[config.mk]
export PLATFORM = sky130hd
export DESIGN_NAME = mlfs_front_flat
export DESIGN_NICKNAME = d
export VERILOG_FILES = /design/src/sv/mlfs_pkg.sv /design/src/sv/mlfs_if.sv /design/src/sv/mlfs_front.sv /design/src/flat_wrapper.sv
export SDC_FILE = /design/constraint.sdc
export NUM_CORES = 1
export LEC_CHECK = 0
export BUFFER_PORTS_ARGS = -buffer_cell sky130_fd_sc_hd__buf_4
export CAP_MARGIN = 30
export CORE_AREA = 5 5 104 106
export CTS_BUF_LIST = sky130_fd_sc_hd__clkbuf_4
export DETAILED_ROUTE_END_ITERATION = 7
export DIE_AREA = 0 0 109 111
export PLACE_DENSITY_LB_ADDON = 0.05
export SLEW_MARGIN = 20
export SYNTH_ARGS = -nofsm -noshare
export SYNTH_HDL_FRONTEND = slang
export SYNTH_SLANG_ARGS = --single-unit
[constraint.sdc]
create_clock -name clk_i -period 12.8 [get_ports clk_i]
set_input_delay 3.84 -clock clk_i [delete_from_list [all_inputs] [get_ports clk_i]]
set_output_delay 3.84 -clock clk_i [all_outputs]
set_load 0.05 [all_outputs]
[src/sv/mlfs_pkg.sv]
`default_nettype none

package mlfs_pkg;

  localparam int unsigned MAX_WIDTH_DEF = 4096;
  localparam int unsigned HEIGHT_LIMIT  = 4096;

  localparam int unsigned PIX_W      = 8;
  localparam int unsigned SUM_W      = 34;
  localparam int unsigned FNUM_W     = 16;
  localparam int unsigned CFG_IDX_W  = 8;
  localparam int unsigned CFG_DATA_W = 13;
  localparam int unsigned ROW_W      = 12;
  localparam int unsigned TERM_W     = 11;

  localparam logic [CFG_DATA_W-1:0] WIDTH_RESET  = 13'd640;
  localparam logic [CFG_DATA_W-1:0] HEIGHT_RESET = 13'd480;

  typedef enum logic [CFG_IDX_W-1:0] {
    CFG_FRAME_WIDTH  = 8'd0,
    CFG_FRAME_HEIGHT = 8'd1
  } cfg_reg_e;

  // Position flags and neighbor values of one pixel, handed from the
  // address stage to the accumulate stage.
  typedef struct packed {
    logic [PIX_W-1:0] val;
    logic [PIX_W-1:0] prev1;
    logic [PIX_W-1:0] prev2;
    logic             h_on;
    logic             h_two;
    logic             h_end;
    logic             v_on;
    logic             v_two;
    logic             v_end;
    logic             last;
  } pix_info_t;

endpackage

`default_nettype wire

[src/sv/mlfs_if.sv]
`default_nettype none

interface mlfs_pix_if import mlfs_pkg::*; ();
  logic             valid;
  logic             ready;
  logic [PIX_W-1:0] pixel_blue;
  logic [PIX_W-1:0] pixel_green;
  logic [PIX_W-1:0] pixel_red;

  modport source (output valid, output pixel_blue, output pixel_green, output pixel_red,
                  input ready);
  modport sink (input valid, input pixel_blue, input pixel_green, input pixel_red,
                output ready);
endinterface


interface mlfs_cfg_if import mlfs_pkg::*; ();
  logic                  valid;
  logic                  ready;
  logic [CFG_IDX_W-1:0]  index;
  logic [CFG_DATA_W-1:0] data;

  modport source (output valid, output index, output data, input ready);
  modport sink (input valid, input index, input data, output ready);
endinterface

`default_nettype wire

[src/sv/mlfs_front.sv]
`default_nettype none

module mlfs_front import mlfs_pkg::*; #(
  parameter int unsigned MAX_WIDTH = MAX_WIDTH_DEF
) (
  input  wire logic                         clk_i,
  input  wire logic                         rst_ni,
  mlfs_pix_if.sink                          pix_i,
  mlfs_cfg_if.sink                          cfg_i,
  input  wire logic                         ready_i,
  output      logic                         load_o,
  output      pix_info_t                    info_o,
  output      logic [$clog2(MAX_WIDTH)-1:0] col_o,
  output      logic                         restart_o
);

  localparam int unsigned CW = $clog2(MAX_WIDTH);

  logic [CFG_DATA_W-1:0] width_q, height_q;
  logic [CW-1:0]         col_q, col_d;
  logic [ROW_W-1:0]      row_q, row_d;
  logic [2*PIX_W-1:0]    left_q, left_d;
  logic [CW-1:0]         wm1;
  logic [ROW_W-1:0]      hm1;
  logic [PIX_W-1:0]      val;
  logic                  cfg_fire, cfg_restart, accept;

  assign cfg_i.ready = 1'b1;
  assign cfg_fire    = cfg_i.valid;
  assign cfg_restart = cfg_fire && (cfg_i.index inside {CFG_FRAME_WIDTH, CFG_FRAME_HEIGHT});
  assign restart_o   = cfg_restart;
  assign pix_i.ready = ready_i;
  assign accept      = pix_i.valid && ready_i;
  assign load_o      = accept;
  assign col_o       = col_q;

  always_ff @(posedge clk_i or negedge rst_ni) begin
    if (!rst_ni) begin
      width_q  <= WIDTH_RESET;
      height_q <= HEIGHT_RESET;
    end else if (cfg_fire) begin
      if (cfg_i.index == CFG_FRAME_WIDTH) begin
        width_q <= cfg_i.data;
      end
      if (cfg_i.index == CFG_FRAME_HEIGHT) begin
        height_q <= cfg_i.data;
      end
    end
  end

  always_comb begin
    if (width_q < 13'd2) begin
      wm1 = CW'(1);
    end else if (32'(width_q) > MAX_WIDTH) begin
      wm1 = CW'(MAX_WIDTH - 1);
    end else begin
      wm1 = CW'(width_q - 13'd1);
    end
    if (height_q < 13'd2) begin
      hm1 = ROW_W'(1);
    end else if (32'(height_q) > HEIGHT_LIMIT) begin
      hm1 = ROW_W'(HEIGHT_LIMIT - 1);
    end else begin
      hm1 = ROW_W'(height_q - 13'd1);
    end
  end

  always_comb begin
    val = pix_i.pixel_blue;
    if (pix_i.pixel_green > val) begin
      val = pix_i.pixel_green;
    end
    if (pix_i.pixel_red > val) begin
      val = pix_i.pixel_red;
    end

    info_o.val   = val;
    info_o.prev1 = left_q[PIX_W-1:0];
    info_o.prev2 = left_q[2*PIX_W-1:PIX_W];
    info_o.h_on  = (col_q != '0);
    info_o.h_two = (col_q != '0) && (col_q != CW'(1));
    info_o.h_end = (col_q == wm1);
    info_o.v_on  = (row_q != '0);
    info_o.v_two = (row_q != '0) && (row_q != ROW_W'(1));
    info_o.v_end = (row_q == hm1);
    info_o.last  = info_o.h_end && info_o.v_end;

    col_d  = col_q;
    row_d  = row_q;
    left_d = left_q;
    if (cfg_restart) begin
      col_d  = '0;
      row_d  = '0;
      left_d = '0;
    end else if (accept) begin
      left_d = {left_q[PIX_W-1:0], val};
      if (info_o.h_end) begin
        col_d = '0;
        row_d = info_o.v_end ? '0 : row_q + ROW_W'(1);
      end else begin
        col_d = col_q + CW'(1);
      end
    end
  end

  always_ff @(posedge clk_i or negedge rst_ni) begin
    if (!rst_ni) begin
      col_q  <= '0;
      row_q  <= '0;
      left_q <= '0;
    end else begin
      col_q  <= col_d;
      row_q  <= row_d;
      left_q <= left_d;
    end
  end

endmodule

`default_nettype wire

[src/flat_wrapper.sv]
// flat-port wrapper written by rule: the top's interface ports become plain ports
module mlfs_front_flat import mlfs_pkg::*;
#(
  parameter int unsigned MAX_WIDTH = MAX_WIDTH_DEF
)
  (clk_i, rst_ni, ready_i, load_o, info_o, col_o, restart_o, pix_i_valid, pix_i_pixel_blue, pix_i_pixel_green, pix_i_pixel_red, pix_i_ready, cfg_i_valid, cfg_i_index, cfg_i_data, cfg_i_ready);
  mlfs_pix_if pix_i_i ();
  mlfs_cfg_if cfg_i_i ();
  input  wire logic clk_i;
  input  wire logic rst_ni;
  input  wire logic ready_i;
  output      logic load_o;
  output      pix_info_t info_o;
  output      logic [$clog2(MAX_WIDTH)-1:0] col_o;
  output      logic restart_o;
  input wire logic [$bits(pix_i_i.valid)-1:0] pix_i_valid;
  input wire logic [$bits(pix_i_i.pixel_blue)-1:0] pix_i_pixel_blue;
  input wire logic [$bits(pix_i_i.pixel_green)-1:0] pix_i_pixel_green;
  input wire logic [$bits(pix_i_i.pixel_red)-1:0] pix_i_pixel_red;
  output wire logic [$bits(pix_i_i.ready)-1:0] pix_i_ready;
  input wire logic [$bits(cfg_i_i.valid)-1:0] cfg_i_valid;
  input wire logic [$bits(cfg_i_i.index)-1:0] cfg_i_index;
  input wire logic [$bits(cfg_i_i.data)-1:0] cfg_i_data;
  output wire logic [$bits(cfg_i_i.ready)-1:0] cfg_i_ready;
  assign pix_i_i.valid = pix_i_valid;
  assign pix_i_i.pixel_blue = pix_i_pixel_blue;
  assign pix_i_i.pixel_green = pix_i_pixel_green;
  assign pix_i_i.pixel_red = pix_i_pixel_red;
  assign pix_i_ready = pix_i_i.ready;
  assign cfg_i_i.valid = cfg_i_valid;
  assign cfg_i_i.index = cfg_i_index;
  assign cfg_i_i.data = cfg_i_data;
  assign cfg_i_ready = cfg_i_i.ready;
  mlfs_front #(.MAX_WIDTH(MAX_WIDTH)) u_core (.clk_i(clk_i), .rst_ni(rst_ni), .pix_i(pix_i_i), .cfg_i(cfg_i_i), .ready_i(ready_i), .load_o(load_o), .info_o(info_o), .col_o(col_o), .restart_o(restart_o));
endmodule
Yosys cells after proc, flatten, opt, wreduce, memory -nomap -nowiden:

Index checks and enable logic that the tools add are counted.

* output and inout port bits: 47
* flip-flop bits (word level): 66
* word-level logic and storage cells: 49

* $lt $le $gt $ge: 6
* mux-type cells: 15
* reduce and logical (&&, ||, !) cells: 14
* eq/ne operators: 5
* add/sub/neg operators: 4

Operator list (count)
* two-way mux 12 bit: 11
* two-way mux 16 bit: 2
* > comparator 13 bit, second input constant: 2
* less-than comparator 13 x 2 -> 1 bit, second input constant: 2
* adder 12 x 1 -> 12 bit, second input constant: 2
* equality test 12 bit: 2
* != test 12 x 1 -> 1 bit, second input constant: 2
* nonzero test 12 bit: 2
* subtractor 12 x 1 -> 12 bit, second input constant: 2
* > comparator 8 bit: 2
* two-way mux 8 bit: 2
* equality test 8 x 1 -> 1 bit, second input constant: 1
* logical NOT 8 bit: 1
* AND reduction 2 bit: 3
* nonzero test 2 bit: 3
* logical AND 1 bit: 5

Depth between registers and ports, before layout:

* depth in word-level cells: 8
* depth in mapped cells: 22
* depth with buffers taken out: 21

Worst setup path before layout:

Ideal clock, no wire load.

* path kind: input to output
* from: input port pix_i_pixel_blue[1]
* to: output port info_o[27] in the netlist's numbering
* arrival time: 7775 ps
* setup slack: 1185 ps
* required time: 8960 ps
* cell stages on the path: 21
* buffers on the path: 1
* path through: inv_1 -> ha_1 -> nor2b_1 -> o21ai_0 -> nand2b_1 -> a21oi_1 -> o21ai_0 -> a211oi_1 -> nor2_1 -> mux2i_1 -> ha_1 -> nor2b_1 -> o21a_1 -> o21ai_0 -> nand2b_1 -> a21oi_1 -> o21ai_0 -> o21ai_1 -> clkbuf_1 -> nor2_1 -> a21oi_1

RTL lines
* from (decl): line flat_wrapper.sv:17 `input wire logic [$bits(pix_i_i.pixel_blue)-1:0] pix_i_pixel_blue;`
* to (decl): line flat_wrapper.sv:13 `output pix_info_t info_o;`

==> results.md <==
* PortBufs at 95
* WL met3 at 1140 µm
* Total die area at 12100 µm²
* CORE AREA at 9680 µm²
* Fin nets at 747
* Commonest non-fill, non-tap cell in the layout: buf_4
* Met2 wire length at 6770 µm
* Post-synth EDFFs at 0
* Final ANT Viol Nets at 0
* Metal-1 WL at 6570 µm
* Synthesized area per cell at 8.58 µm²
* Max-slew violation total from the final report at 0
* Synthesis-to-layout area growth at 17.3%
* Status: completed
* Mean number of vias per cell at 6.13
* Setup TNS at 0 ps
* Pwr/cell area at 125 nW/µm²
* Hold Buf Count CTS at 0
* Initial DRC count at 314
* TritonRoute pass-1 iters at 5
* Fin crit share at 89.3%
* Largest net degree at the start of global routing at 67
* Syn Nets at 678
* Most used flip-flop cell after synthesis: dfrtp_1
* Unrepaired setup endpoints after global routing: no
* CTS H-tree lvls at 3
* Synth unique cells at 74
* Overflow after GRT at 0
* Routability cong. at 0.872
* Tot Pwr at 0.000759 W
* Achievable Freq at 0.0875 GHz
* Crit Path Category: in -> out
* Synthesized cell area at 5180 µm²
* Initial antenna violation count at 0
* Fraction of layout cells with a size suffix above 1 at 25.1%
* Seq/Total Area, Yosys at 32.0%
* LEAKAGE at 2.83 nW
* Critical Path RT at 8960 ps
* CTS resizes at 0
* Mapped Cells at 604
* DRC errors left at 0
* Final WL at 14600 µm
* Clock sink count at 66
* DR vias at 4974
* Crit start category: primary input
* Top layer used by detailed routing: met4
* # Post-CTS Setup Buffers at 0
* Row count at 36
* Deepest clock path buffer count at 2
* Max Clock Skew at 16.0 ps
* Number of global-route vias before repair at 4887
* Crit path arrival time at 7590 ps
* Max Cap Viol at 0
* Post-DP HPWL at 10900 µm
* Final Hold Vio Count at 0
* Ys Warns at 0
* Reg2Reg Setup Slack at 8670 ps
* CTS tree: yes
* Min cycle time layout at 11430 ps
* Fraction of registers with async set/reset at 100%
* Clk slew on worst S/H paths at 120 ps
* Register bit total from synthesis at 66
* WL/cell at 18.0 µm
* Clock Root Buffer: clkbuf_4
* Worst-margin pin slew at 1000 ps
* Rel. slew slack at 32.7%
* HP Class: reg -> reg
* Worst setup EP type: output pin
* Initial Util at 53.5%
* Final setup fails at 0
* Die H at 111 µm
* Clock latency on the worst-skew pair at 430 ps
* Antenna diodes at 0
* Peak VDD IR at 0.129 mV
* Crit-path max FO at 18
* First-pass GRT wire length at 24000 µm
* GRT Util Overall at 24.4%
* CTS buffer count at 9
* Top Ports at 97
* Die width at 109 µm
* Most frequent cells in the layout: buf_4 (100), dfrtp_1 (60), nand2_1 (49), nand3_1 (48)
[metal layers]
| metal | up-vias | global-route usage (%) |
|---|---|---|
| li1 | 2395 | - |
| met1 | 2392 | 34.4 |
| met2 | 174 | 37.6 |
| met3 | 13 | 6.29 |
| met4 | 0 | 5.13 |
| met5 | - | 0 |
[registers in the layout (all words and copies together) (netlist names)]
register	count
u_core.left_q	16
u_core.height_q	13
u_core.width_q	13
u_core.col_o	12
u_core.row_q	12
[critical path: stages]
cell and delay (ps):
buf_4 110, ha_1 280, nor2b_1 120, o21ai_0 80
nand2b_1 70, a21oi_1 60, o21ai_0 160, a211oi_1 90
nor2_1 330, mux2i_1 370, ha_1 300, nor2b_1 130
o21a_1 160, o21ai_0 160, nand2b_1 70, a21oi_1 140
o21ai_0 80, o21ai_1 290, buf_4 310, nor2_1 60
a21oi_1 120, buf_4 220
[cell usage after synthesis (all sizes together) (6+ instances only)]
library cell  number  area, µm²
dfrtp             60       1500
nand2             49        184
nand3             48        240
inv               34        128
nor2              34        128
a21oi             30        150
clkbuf            30        113
o21ai             28        140
ha                24        300
mux2              24        270
nor3              20        100
o31ai             18        194
nor4              14        103
xnor2             13        114
and3              12       75.1
buf               12       77.6
or4               12       93.8
a2bb2oi           11       96.3
o221ai            10       87.6
mux2i              9       90.1
nand4              9       56.3
nand2b             7       43.8
dfstp              6        158
or2                6       37.5
or3                6       37.5
[worst paths after layout]
kind	from	end	depth (start not counted)
max	pix_i_pixel_green[1]	info_o[30]	22
min	u_core.left_q[12]	u_core.left_q[12]	2
max reg2reg	u_core.height_q[5]	u_core.row_q[2]	9
min reg2reg	u_core.left_q[12]	u_core.left_q[12]	2
max in group asynchronous	rst_ni	u_core.height_q[3]	1
min in group asynchronous	rst_ni	u_core.row_q[10]	1
[power breakdown]
group	total [W]	switching (W)	internal, W
logic	0.000319	0.000205	0.000115
registers	0.000270	0.0000377	0.000232
clock network	0.000170	0.0000888	0.0000811
[metrics by stage]
| stage | worst slack [ps] | area (µm²) | utilization (%) | hold slack, ps | instances |
|---|---|---|---|---|---|
| after CTS | 1370 | 6080 | 62.8 | 543 | 811 |
| after global routing | 935 | 6080 | 62.8 | 567 | 811 |
| after floorplan | 1180 | 5180 | - | 506 | 604 |
| after global placement | 1600 | 5890 | 60.9 | 515 | 793 |
| final | 1370 | 6080 | 62.8 | 545 | 811 |
| after detailed placement | 1380 | 5910 | 61.0 | 522 | 795 |
[cell type report]
cell class	count	area, µm²
Tap cell	133	166
Timing Repair Buffer	100	751
Multi-Input combinational cell	462	3200
Sequential cell	66	1660
Clock inverter	7	101
Fill cell	879	3610
Inverter	34	128
Clock buffer	9	67.6
[cells by family after synthesis]
logic type | after synthesis | synth area share (%)
AOI/OAI and AO/OA | 142 | 20.4
xor gates and xnor gates | 18 | 3.04
adders and majority gates | 24 | 5.80
buffers and inverters | 76 | 6.13
DFF | 66 | 32.0
muxes | 33 | 6.95
other | 1 | 0.0724
and+or+nand+nor | 244 | 25.6
Power figures use the tool's default switching activity.
