===== src/sv/mlfs_pkg.sv =====
`default_nettype none

package mlfs_pkg;

  localparam int unsigned MAX_WIDTH_DEF = 4096;
  localparam int unsigned HEIGHT_LIMIT  = 4096;

  localparam int unsigned PIX_W      = 8;
  localparam int unsigned SUM_W      = 34;
  localparam int unsigned FNUM_W     = 16;
  localparam int unsigned CFG_IDX_W  = 8;
  localparam int unsigned CFG_DATA_W = 13;
  localparam int unsigned ROW_W      = 12;
  localparam int unsigned TERM_W     = 11;

  localparam logic [CFG_DATA_W-1:0] WIDTH_RESET  = 13'd640;
  localparam logic [CFG_DATA_W-1:0] HEIGHT_RESET = 13'd480;

  typedef enum logic [CFG_IDX_W-1:0] {
    CFG_FRAME_WIDTH  = 8'd0,
    CFG_FRAME_HEIGHT = 8'd1
  } cfg_reg_e;

  // Position flags and neighbor values of one pixel, handed from the
  // address stage to the accumulate stage.
  typedef struct packed {
    logic [PIX_W-1:0] val;
    logic [PIX_W-1:0] prev1;
    logic [PIX_W-1:0] prev2;
    logic             h_on;
    logic             h_two;
    logic             h_end;
    logic             v_on;
    logic             v_two;
    logic             v_end;
    logic             last;
  } pix_info_t;

endpackage

`default_nettype wire


===== src/sv/mlfs_if.sv =====
`default_nettype none


interface mlfs_res_if import mlfs_pkg::*; ();
  logic              valid;
  logic              ready;
  logic [SUM_W-1:0]  focus_sum;
  logic [FNUM_W-1:0] frame_number;

  modport source (output valid, output focus_sum, output frame_number, input ready);
  modport sink (input valid, input focus_sum, input frame_number, output ready);
endinterface


`default_nettype wire


===== src/sv/mlfs_accum.sv =====
`default_nettype none

module mlfs_accum import mlfs_pkg::*; #(
  parameter int unsigned MAX_WIDTH = MAX_WIDTH_DEF
) (
  input  wire logic                         clk_i,
  input  wire logic                         rst_ni,
  input  wire logic                         load_i,
  input  wire pix_info_t                    info_i,
  input  wire logic [$clog2(MAX_WIDTH)-1:0] col_i,
  input  wire logic                         restart_i,
  output      logic                         ready_o,
  input  wire logic [2*PIX_W-1:0]           rdata_i,
  output      logic                         we_o,
  output      logic [$clog2(MAX_WIDTH)-1:0] waddr_o,
  output      logic [2*PIX_W-1:0]           wdata_o,
  mlfs_res_if.source                        res_o
);

  localparam int unsigned CW = $clog2(MAX_WIDTH);

  function automatic logic [PIX_W:0] absdiff(input logic [PIX_W:0] a, input logic [PIX_W:0] b);
    return (a > b) ? a - b : b - a;
  endfunction

  pix_info_t         s1_q;
  logic [CW-1:0]     col_q;
  logic              s1_valid_q;
  logic              advance;
  logic [PIX_W-1:0]  mid, up;
  logic [PIX_W:0]    h_main, h_edge, v_main, v_edge;
  logic [PIX_W-1:0]  h_left, v_up;
  logic [TERM_W-1:0] acc;
  logic [SUM_W-1:0]  sum_q, sum_d;
  logic [SUM_W-1:0]  out_sum_q;
  logic [FNUM_W-1:0] out_num_q, frame_q;
  logic              out_valid_q;

  assign mid = rdata_i[PIX_W-1:0];
  assign up  = rdata_i[2*PIX_W-1:PIX_W];

  assign advance = s1_valid_q && (!s1_q.last || !out_valid_q || res_o.ready);
  assign ready_o = !s1_valid_q || advance;

  assign we_o    = advance;
  assign waddr_o = col_q;
  assign wdata_o = {mid, s1_q.val};

  always_comb begin
    h_left = s1_q.h_two ? s1_q.prev2 : s1_q.val;
    v_up   = s1_q.v_two ? up : s1_q.val;
    h_main = absdiff({s1_q.prev1, 1'b0}, {1'b0, h_left} + {1'b0, s1_q.val});
    h_edge = absdiff({1'b0, s1_q.val}, {1'b0, s1_q.prev1});
    v_main = absdiff({mid, 1'b0}, {1'b0, v_up} + {1'b0, s1_q.val});
    v_edge = absdiff({1'b0, s1_q.val}, {1'b0, mid});
    acc = '0;
    if (s1_q.h_on) begin
      acc = acc + {2'b0, h_main};
      if (s1_q.h_end) begin
        acc = acc + {1'b0, h_edge, 1'b0};
      end
    end
    if (s1_q.v_on) begin
      acc = acc + {2'b0, v_main};
      if (s1_q.v_end) begin
        acc = acc + {1'b0, v_edge, 1'b0};
      end
    end
    sum_d = sum_q + {{(SUM_W-TERM_W){1'b0}}, acc};
  end

  always_ff @(posedge clk_i) begin
    if (load_i) begin
      s1_q  <= info_i;
      col_q <= col_i;
    end
    if (advance && s1_q.last) begin
      out_sum_q <= sum_d;
      out_num_q <= frame_q;
    end
  end

  always_ff @(posedge clk_i or negedge rst_ni) begin
    if (!rst_ni) begin
      s1_valid_q  <= 1'b0;
      sum_q       <= '0;
      frame_q     <= '0;
      out_valid_q <= 1'b0;
    end else begin
      if (load_i) begin
        s1_valid_q <= 1'b1;
      end else if (advance) begin
        s1_valid_q <= 1'b0;
      end
      if (restart_i) begin
        sum_q <= '0;
      end else if (advance) begin
        sum_q <= s1_q.last ? '0 : sum_d;
      end
      if (advance && s1_q.last) begin
        out_valid_q <= 1'b1;
        frame_q     <= frame_q + FNUM_W'(1);
      end else if (res_o.ready) begin
        out_valid_q <= 1'b0;
      end
    end
  end

  assign res_o.valid        = out_valid_q;
  assign res_o.focus_sum    = out_sum_q;
  assign res_o.frame_number = out_num_q;

endmodule

`default_nettype wire


===== src/flat_wrapper.sv =====
// flat-port wrapper written by rule: the top's interface ports become plain ports
module mlfs_accum_flat import mlfs_pkg::*;
#(
  parameter int unsigned MAX_WIDTH = MAX_WIDTH_DEF
)
  (clk_i, rst_ni, load_i, info_i, col_i, restart_i, ready_o, rdata_i, we_o, waddr_o, wdata_o, res_o_valid, res_o_focus_sum, res_o_frame_number, res_o_ready);
  mlfs_res_if res_o_i ();
  input  wire logic clk_i;
  input  wire logic rst_ni;
  input  wire logic load_i;
  input  wire pix_info_t info_i;
  input  wire logic [$clog2(MAX_WIDTH)-1:0] col_i;
  input  wire logic restart_i;
  output      logic ready_o;
  input  wire logic [2*PIX_W-1:0] rdata_i;
  output      logic we_o;
  output      logic [$clog2(MAX_WIDTH)-1:0] waddr_o;
  output      logic [2*PIX_W-1:0] wdata_o;
  output wire logic [$bits(res_o_i.valid)-1:0] res_o_valid;
  output wire logic [$bits(res_o_i.focus_sum)-1:0] res_o_focus_sum;
  output wire logic [$bits(res_o_i.frame_number)-1:0] res_o_frame_number;
  input wire logic [$bits(res_o_i.ready)-1:0] res_o_ready;
  assign res_o_valid = res_o_i.valid;
  assign res_o_focus_sum = res_o_i.focus_sum;
  assign res_o_frame_number = res_o_i.frame_number;
  assign res_o_i.ready = res_o_ready;
  mlfs_accum #(.MAX_WIDTH(MAX_WIDTH)) u_core (.clk_i(clk_i), .rst_ni(rst_ni), .load_i(load_i), .info_i(info_i), .col_i(col_i), .restart_i(restart_i), .ready_o(ready_o), .rdata_i(rdata_i), .we_o(we_o), .waddr_o(waddr_o), .wdata_o(wdata_o), .res_o(res_o_i));
endmodule

===== config.mk =====
export PLATFORM = sky130hd
export DESIGN_NAME = mlfs_accum_flat
export DESIGN_NICKNAME = d
export VERILOG_FILES = /design/src/sv/mlfs_pkg.sv /design/src/sv/mlfs_if.sv /design/src/sv/mlfs_accum.sv /design/src/flat_wrapper.sv
export SDC_FILE = /design/constraint.sdc
export NUM_CORES = 1
export LEC_CHECK = 0
export ABC_AREA = 1
export CAP_MARGIN = 20
export CORE_UTILIZATION = 65
export CTS_CLUSTER_SIZE = 28
export DETAILED_ROUTE_END_ITERATION = 8
export DONT_BUFFER_PORTS = 1
export PLACE_DENSITY_LB_ADDON = 0.2
export SYNTH_ARGS = -nofsm -noshare
export SYNTH_HDL_FRONTEND = slang
export SYNTH_SLANG_ARGS = --single-unit

===== constraint.sdc =====
create_clock -name clk_i -period 23.6 [get_ports clk_i]
set_input_delay 1.18 -clock clk_i [delete_from_list [all_inputs] [get_ports clk_i]]
set_output_delay 1.18 -clock clk_i [all_outputs]
set_load 0.01 [all_outputs]

Yosys cells after proc, flatten, opt, wreduce, memory -nomap -nowiden
Cells that the tools add are included.
- output and inout port bits: 81
- flip-flop bits (word level): 145
- word-level logic and storage cells: 64
- add/sub/neg operators: 15
- reduce and logical (&&, ||, !) cells: 11
- $lt $le $gt $ge: 4
- mux-type cells: 17
- operators by type and width (kind ; count):
    $mux W34 ; 3
    $mux W11 ; 4
    $mux W9 ; 4
    $sub A8 B8 Y9 ; 4
    $sub A9 B9 Y9 ; 4
    $add A34 B11 Y34 ; 1
    $add A8 B8 Y9 ; 2
    $gt A9 B9 Y1 ; 2
    $add A16 B1 Y16 const B ; 1
    $gt A8 B8 Y1 ; 2
    $mux W8 ; 2
    $add A11 B10 Y11 ; 1
    $add A11 B9 Y11 ; 1
    $add A9 B10 Y11 ; 1
    $reduce_bool A2 Y1 ; 3
    $mux W1 ; 4
    $logic_not A1 Y1 ; 3
    $logic_or A1 B1 Y1 ; 3
    $logic_and A1 B1 Y1 ; 2

Logic depth before layout (Yosys ltp)
- depth after elaboration: 15
- gate-level depth with buffers: 65
- gate-level depth less buffers: 65

Least setup slack after synthesis
No wires, ideal clock.
- path type: reg-to-reg
- start point: register u_core.s1_q[5] in the netlist's numbering
- end point: register u_core.out_sum_q[26] (netlist: u_core.res_o.focus_sum[26]) (data pin)
- stages on the path, launching flop included: 60
- clock period less this slack: 8.202 ns
- required time: 23.342 ns
- arrival time: 7.944 ns
- slack: 15.398 ns
- path buffers: 2
- path through: edfxtp_1 clkbuf_1 nand2_1 o21ai_0 ha_1 inv_1 fa_1 o21ai_0 a21oi_1 o21bai_1 xor2_1 inv_1 ha_1 inv_2 o21bai_1 nand3_1 nand4_1 nand2_2 (+24 left out) nor3_1 nand3_1 nand4_1 nand2_1 inv_1 nand3_1 nand4_1 nand2_1 ha_1 nand2_1 nor2_1 a21oi_1 nand2_2 nand2_2 nor2_8 nand2_1 nand2_1 nand2_1
- word-level cells in the longest chain between the ends: 12
- ends and longest elaborated chain (element ; line ; text):
    start, declared ; mlfs_accum.sv:26 ; pix_info_t s1_q;
    start signal, assigned ; mlfs_accum.sv:74 ; s1_q <= info_i;
    $mux W8 (*) ; mlfs_accum.sv:50 ; h_left = s1_q.h_two ? s1_q.prev2 : s1_q.val;
    $add A8 B8 Y9 (*) ; mlfs_accum.sv:52 ; h_main = absdiff({s1_q.prev1, 1'b0}, {1'b0, h_left} + {1'b0, s1_q.val});
    $sub A9 B9 Y9 / $gt A9 B9 Y1 (equally long branches) ; mlfs_accum.sv:23 ; return (a > b) ? a - b : b - a;
    $mux W9 (*) ; mlfs_accum.sv:23 ;
    $add A9 B10 Y11 ; mlfs_accum.sv:60 ; acc = acc + {1'b0, h_edge, 1'b0};
    $mux W11 (*) ; mlfs_accum.sv:59 ; if (s1_q.h_end) begin
    $mux W11 (*) ; mlfs_accum.sv:57 ; if (s1_q.h_on) begin
    $add A11 B9 Y11 ; mlfs_accum.sv:64 ; acc = acc + {2'b0, v_main};
    $add A11 B10 Y11 ; mlfs_accum.sv:66 ; acc = acc + {1'b0, v_edge, 1'b0};
    $mux W11 ; mlfs_accum.sv:65 ; if (s1_q.v_end) begin
    $mux W11 (*) ; mlfs_accum.sv:63 ; if (s1_q.v_on) begin
    $add A34 B11 Y34 (*) ; mlfs_accum.sv:69 ; sum_d = sum_q + {{(SUM_W-TERM_W){1'b0}}, acc};
    net u_core.sum_d[26] ; mlfs_accum.sv:34 ; logic [SUM_W-1:0] sum_q, sum_d;
    end signal, assigned ; mlfs_accum.sv:78 ; out_sum_q <= sum_d;
    end, declared ; mlfs_accum.sv:35 ; logic [SUM_W-1:0] out_sum_q;
Mark *: on every way through the listed nets, which the timed path passes. The rest lies on a longest branch.
A chain may end at the register's enable or synchronous reset.

Worst setup path after layout
- start point: register u_core.s1_q, in the netlist u_core.wdata_o[1]
- end point: register u_core.out_sum_q[26] (netlist: u_core.res_o.focus_sum[26]) (data pin)
- word-level cells in the longest chain between the ends: 12
- ends and longest elaborated chain (element ; line):
    $mux W8 ; mlfs_accum.sv:50
    $add A8 B8 Y9 ; mlfs_accum.sv:52
    $sub A9 B9 Y9 / $gt A9 B9 Y1 (equally long branches) ; mlfs_accum.sv:23
    $mux W9 ; mlfs_accum.sv:23
    $add A9 B10 Y11 ; mlfs_accum.sv:60
    $mux W11 ; mlfs_accum.sv:59
    $mux W11 ; mlfs_accum.sv:57
    $add A11 B9 Y11 ; mlfs_accum.sv:64
    $add A11 B10 Y11 ; mlfs_accum.sv:66
    $mux W11 ; mlfs_accum.sv:65
    $mux W11 (*) ; mlfs_accum.sv:63
    $add A34 B11 Y34 (*) ; mlfs_accum.sv:69
    net u_core.sum_d[26] ; mlfs_accum.sv:34
Marked as above.

==> results by group <==
Run status
  – Status: complete, no violations

GRT
  – Initial antenna violation count: 1
  – First-pass GRT wire length: 44.30 mm
  – Global route overflow: 0
  – Vias in the first global route: between 8000 and 9000
  – Largest net degree at the start of global routing: 54
  – Gr usage total: between 30 and 40%

Power and ir drop
  – Final Power: around 1.7 mW
  – Comb pwr share: 63.8%
  – Clock power share: roughly 16%
  – Peak supply drop: between 100 and 150 µV
  – Sw Ratio: between 40% and 50%
  – Sw Pwr: about 860 µW
  – Seq pwr share: between 20% and 30%
  – Pint: roughly 860 µW
  – Pleak: about 6 nW
  – Power Dens Cells: 139.1 nW/µm²

Critical path
  – Critical path's top delay family: simple AND/OR/NAND/NOR gates
  – CP bufs+invs: 9
  – Worst-path fanout max: 13
  – Data required, critical path: 23.78 ns
  – Cell mode on critical path: nand2_1
  – CP Capture Type: flip-flop
  – Startpoint Class: flip-flop
  – CP arrival: 9.90 ns
  – CP max stage delay: around 0.64 ns
  – CP max-delay cell: edfxtp_1
  – Critical path class: reg -> reg

Final layout
  – Final Cell Area: 12330 µm²
  – Commonest cells after routing, fill and taps aside: 297 x nand2_1, 227 x inv_1, 117 x ha_1, 93 x edfxtp_1, 91 x a21oi_1
  – Final Non-Filler Cells: approximately 1600
  – Post-layout util: 70.78%
  – Area added between synthesis and finish: 5.947%
  – Layout cell share with drive strength beyond 1: 8.262%
  – Commonest non-fill, non-tap cell in the layout: nand2_1
  – Fillers: roughly 1400
  – Nets: about 1600

Detailed routing
  – Vias/cell: between 5 and 6
  – Routed wire length: about 28 mm
  – DR WL/cell: ~17 µm
  – Iter 0 DRT Violations: ~810
  – Number of nets with antenna violations after routing: 0
  – Initial DRT Pass Iterations: 5
  – Vias: between 9000 and 10000
  – DRC: 0

CTS
  – Hold buffer count at CTS: 0
  – Clock Tree Buf Depth: 2
  – Root buf cell: clkbuf_16
  – CTS H-tree depth: 4
  – Clk_lat worst skew: approximately 0.43 ns
  – Num CTS Buffers: 17
  – CTS tree: done
  – Setup repair bufs after CTS: 0
  – CTS resizes: 0
  – Clk sinks: between 100 and 150
  – Clk pin slew, worst setup/hold paths: 0.08 ns

Place
  – RePlAce Congestion: between 0.9 and 1
  – Cell Area, Placed: 11730 µm²
  – Detailed Place HPWL: between 20 and 25 mm
  – # port buffers: 0
  – Post-Place Setup Slack: ~14 ns
  – Number of cells after detailed placement: around 1600

Logic synthesis
  – Syn Nets: ~1600
  – Register area share after synthesis: between 30% and 40%
  – Synth warnings: 0
  – Syn avg cell area: 8.305 µm²
  – Distinct cells, synth: 66
  – Syn Std Cell Area: ~12000 µm²
  – Post-synth top area cell: edfxtp_1
  – Ys async rst share: between 30% and 40%
  – FF+latch count, synth: 145
  – Post-synth EDFFs: 93
  – Area contributors post-synth: edfxtp_1 24%, ha_1 13%, dfrtp_1 11%, nand2_1 9.6%, inv_1 7.4%
  – Main synth FF type: edfxtp_1
  – Top cell type's share of synthesized area: roughly 24%
  – Synthesized instance count: ~1400

Min path
  – Hold WC Path Type: in -> async

Timing
  – Relative slew slack: between 50% and 60%
  – FMAX: 102.8 MHz
  – Setup TNS: 0 ns
  – RSZ-0062 raised after global routing: no
  – Period utilisation layout: roughly 41%
  – Worst-case hold slack: 0.4363 ns
  – Final worst slack: ~14 ns
  – Final min period: between 9 and 10 ns
  – Slew at the pin closest to its max-slew limit: between 0.6 and 0.7 ns
  – Clock Skews: between 0.01 and 0.015 ns
  – Final Setup Violations: 0
  – Hold Violations, Final: 0
  – Max-slew violations: 0

Die
  – Row count: 48
  – I/O pin total: about 150
  – Core Area: roughly 17000 µm²
  – Die area: around 18000 µm²
  – Die span in x: around 140 µm
  – Die Y: between 100 and 150 µm
  – Initial core utilization: around 67%

Job
  – Max-Cap Viols: 0
==> registers in the layout (all words and copies together), names as in the netlist <==
name                       count
u_core.res_o.focus_sum        34
u_core.sum_q                  34
u_core.s1_q                   23
u_core.frame_q                16
u_core.res_o.frame_number     16
u_core.waddr_o                12
u_core.wdata_o                 8
u_core.res_o.valid             1
u_core.s1_valid_q              1
==> routing by layer <==
layer | up-vias | wire, µm | part of all wire [%] | track usage (%)
li1 | 4580 | - | - | -
met1 | 4295 | 12660 | 46 | 44.00
met2 | 378 | 12220 | 44 | 47.17
met3 | 56 | 2099 | 7.6 | 7.333
met4 | 0 | 665 | 2.4 | 10.67
met5 | - | 0 | 0 | 0
==> cell usage after synthesis (all sizes together) (3+ instances only) <==
cell type and count:
o21bai 15, edfxtp 93, nand4 17, clkbuf 8, a31oi 5, inv 237, o211ai 4, a21o 7
or2 4, nor4 6, o22ai 4, a21boi 4, nand3b 4, buf 24, nand3 66, fa 14
a21oi 93, a22o 10, o21ai 103, nand2 318, nor3 19, xnor2 27, o31ai 3, ha 117
dfrtp 52, nor2 65, xor2 64
==> logic make-up after synthesis <==
logic type	Yosys count	synth area share, %
adder cells (fa/ha/maj)	131	14.99
XOR/XNOR	91	7.173
flip-flops	145	35.19
AO/OA/AOI/OAI	258	13.58
AND/OR/NAND/NOR	504	19.39
multiplexers	2	0.1936
buffers and inverters	270	9.485
==> cell type report <==
type	count	area [µm²]	area share [%]
flip-flops and latches	145	4094	33.21
inverters	238	893.4	7.247
well taps	225	281.5	2.284
clock buffers	19	454.2	3.685
diodes	1	2.502	0.02030
multi-input cells	986	6442	52.26
repair buffers	3	22.52	0.1827
clock inverters	13	136.4	1.106
==> worst paths after layout <==
path	from	to	slack [ns]	depth (start not counted)
max reg2reg	u_core.wdata_o[1]$_DFFE_PP_	u_core.res_o.focus_sum[26]$_DFFE_PP_	13.88	59
min	rst_ni	u_core.sum_q[0]$_DFFE_PN0P_	0.44	0
min in group clk_i	u_core.frame_q[15]$_DFFE_PN0P_	u_core.res_o.frame_number[15]$_DFFE_PP_	0.49	0
min reg2reg	u_core.frame_q[15]$_DFFE_PN0P_	u_core.res_o.frame_number[15]$_DFFE_PP_	0.49	0
max	u_core.wdata_o[1]$_DFFE_PP_	u_core.res_o.focus_sum[26]$_DFFE_PP_	13.88	59
max in group asynchronous	rst_ni	u_core.frame_q[1]$_DFFE_PN0P_	23.04	0
==> power groups by stage <==
stage | registers [mW] | clock network (mW) | logic [mW]
final | 0.349 | 0.272 | 1.09
after floorplan | 0.344 | 0 | 0.861
after detailed placement | 0.353 | 0 | 1.06
after CTS | 0.348 | 0.276 | 1.08
after global placement | 0.352 | 0 | 1.05
after global routing | 0.353 | 0.284 | 1.24
No activity file was read; power rests on OpenSTA's default activity.
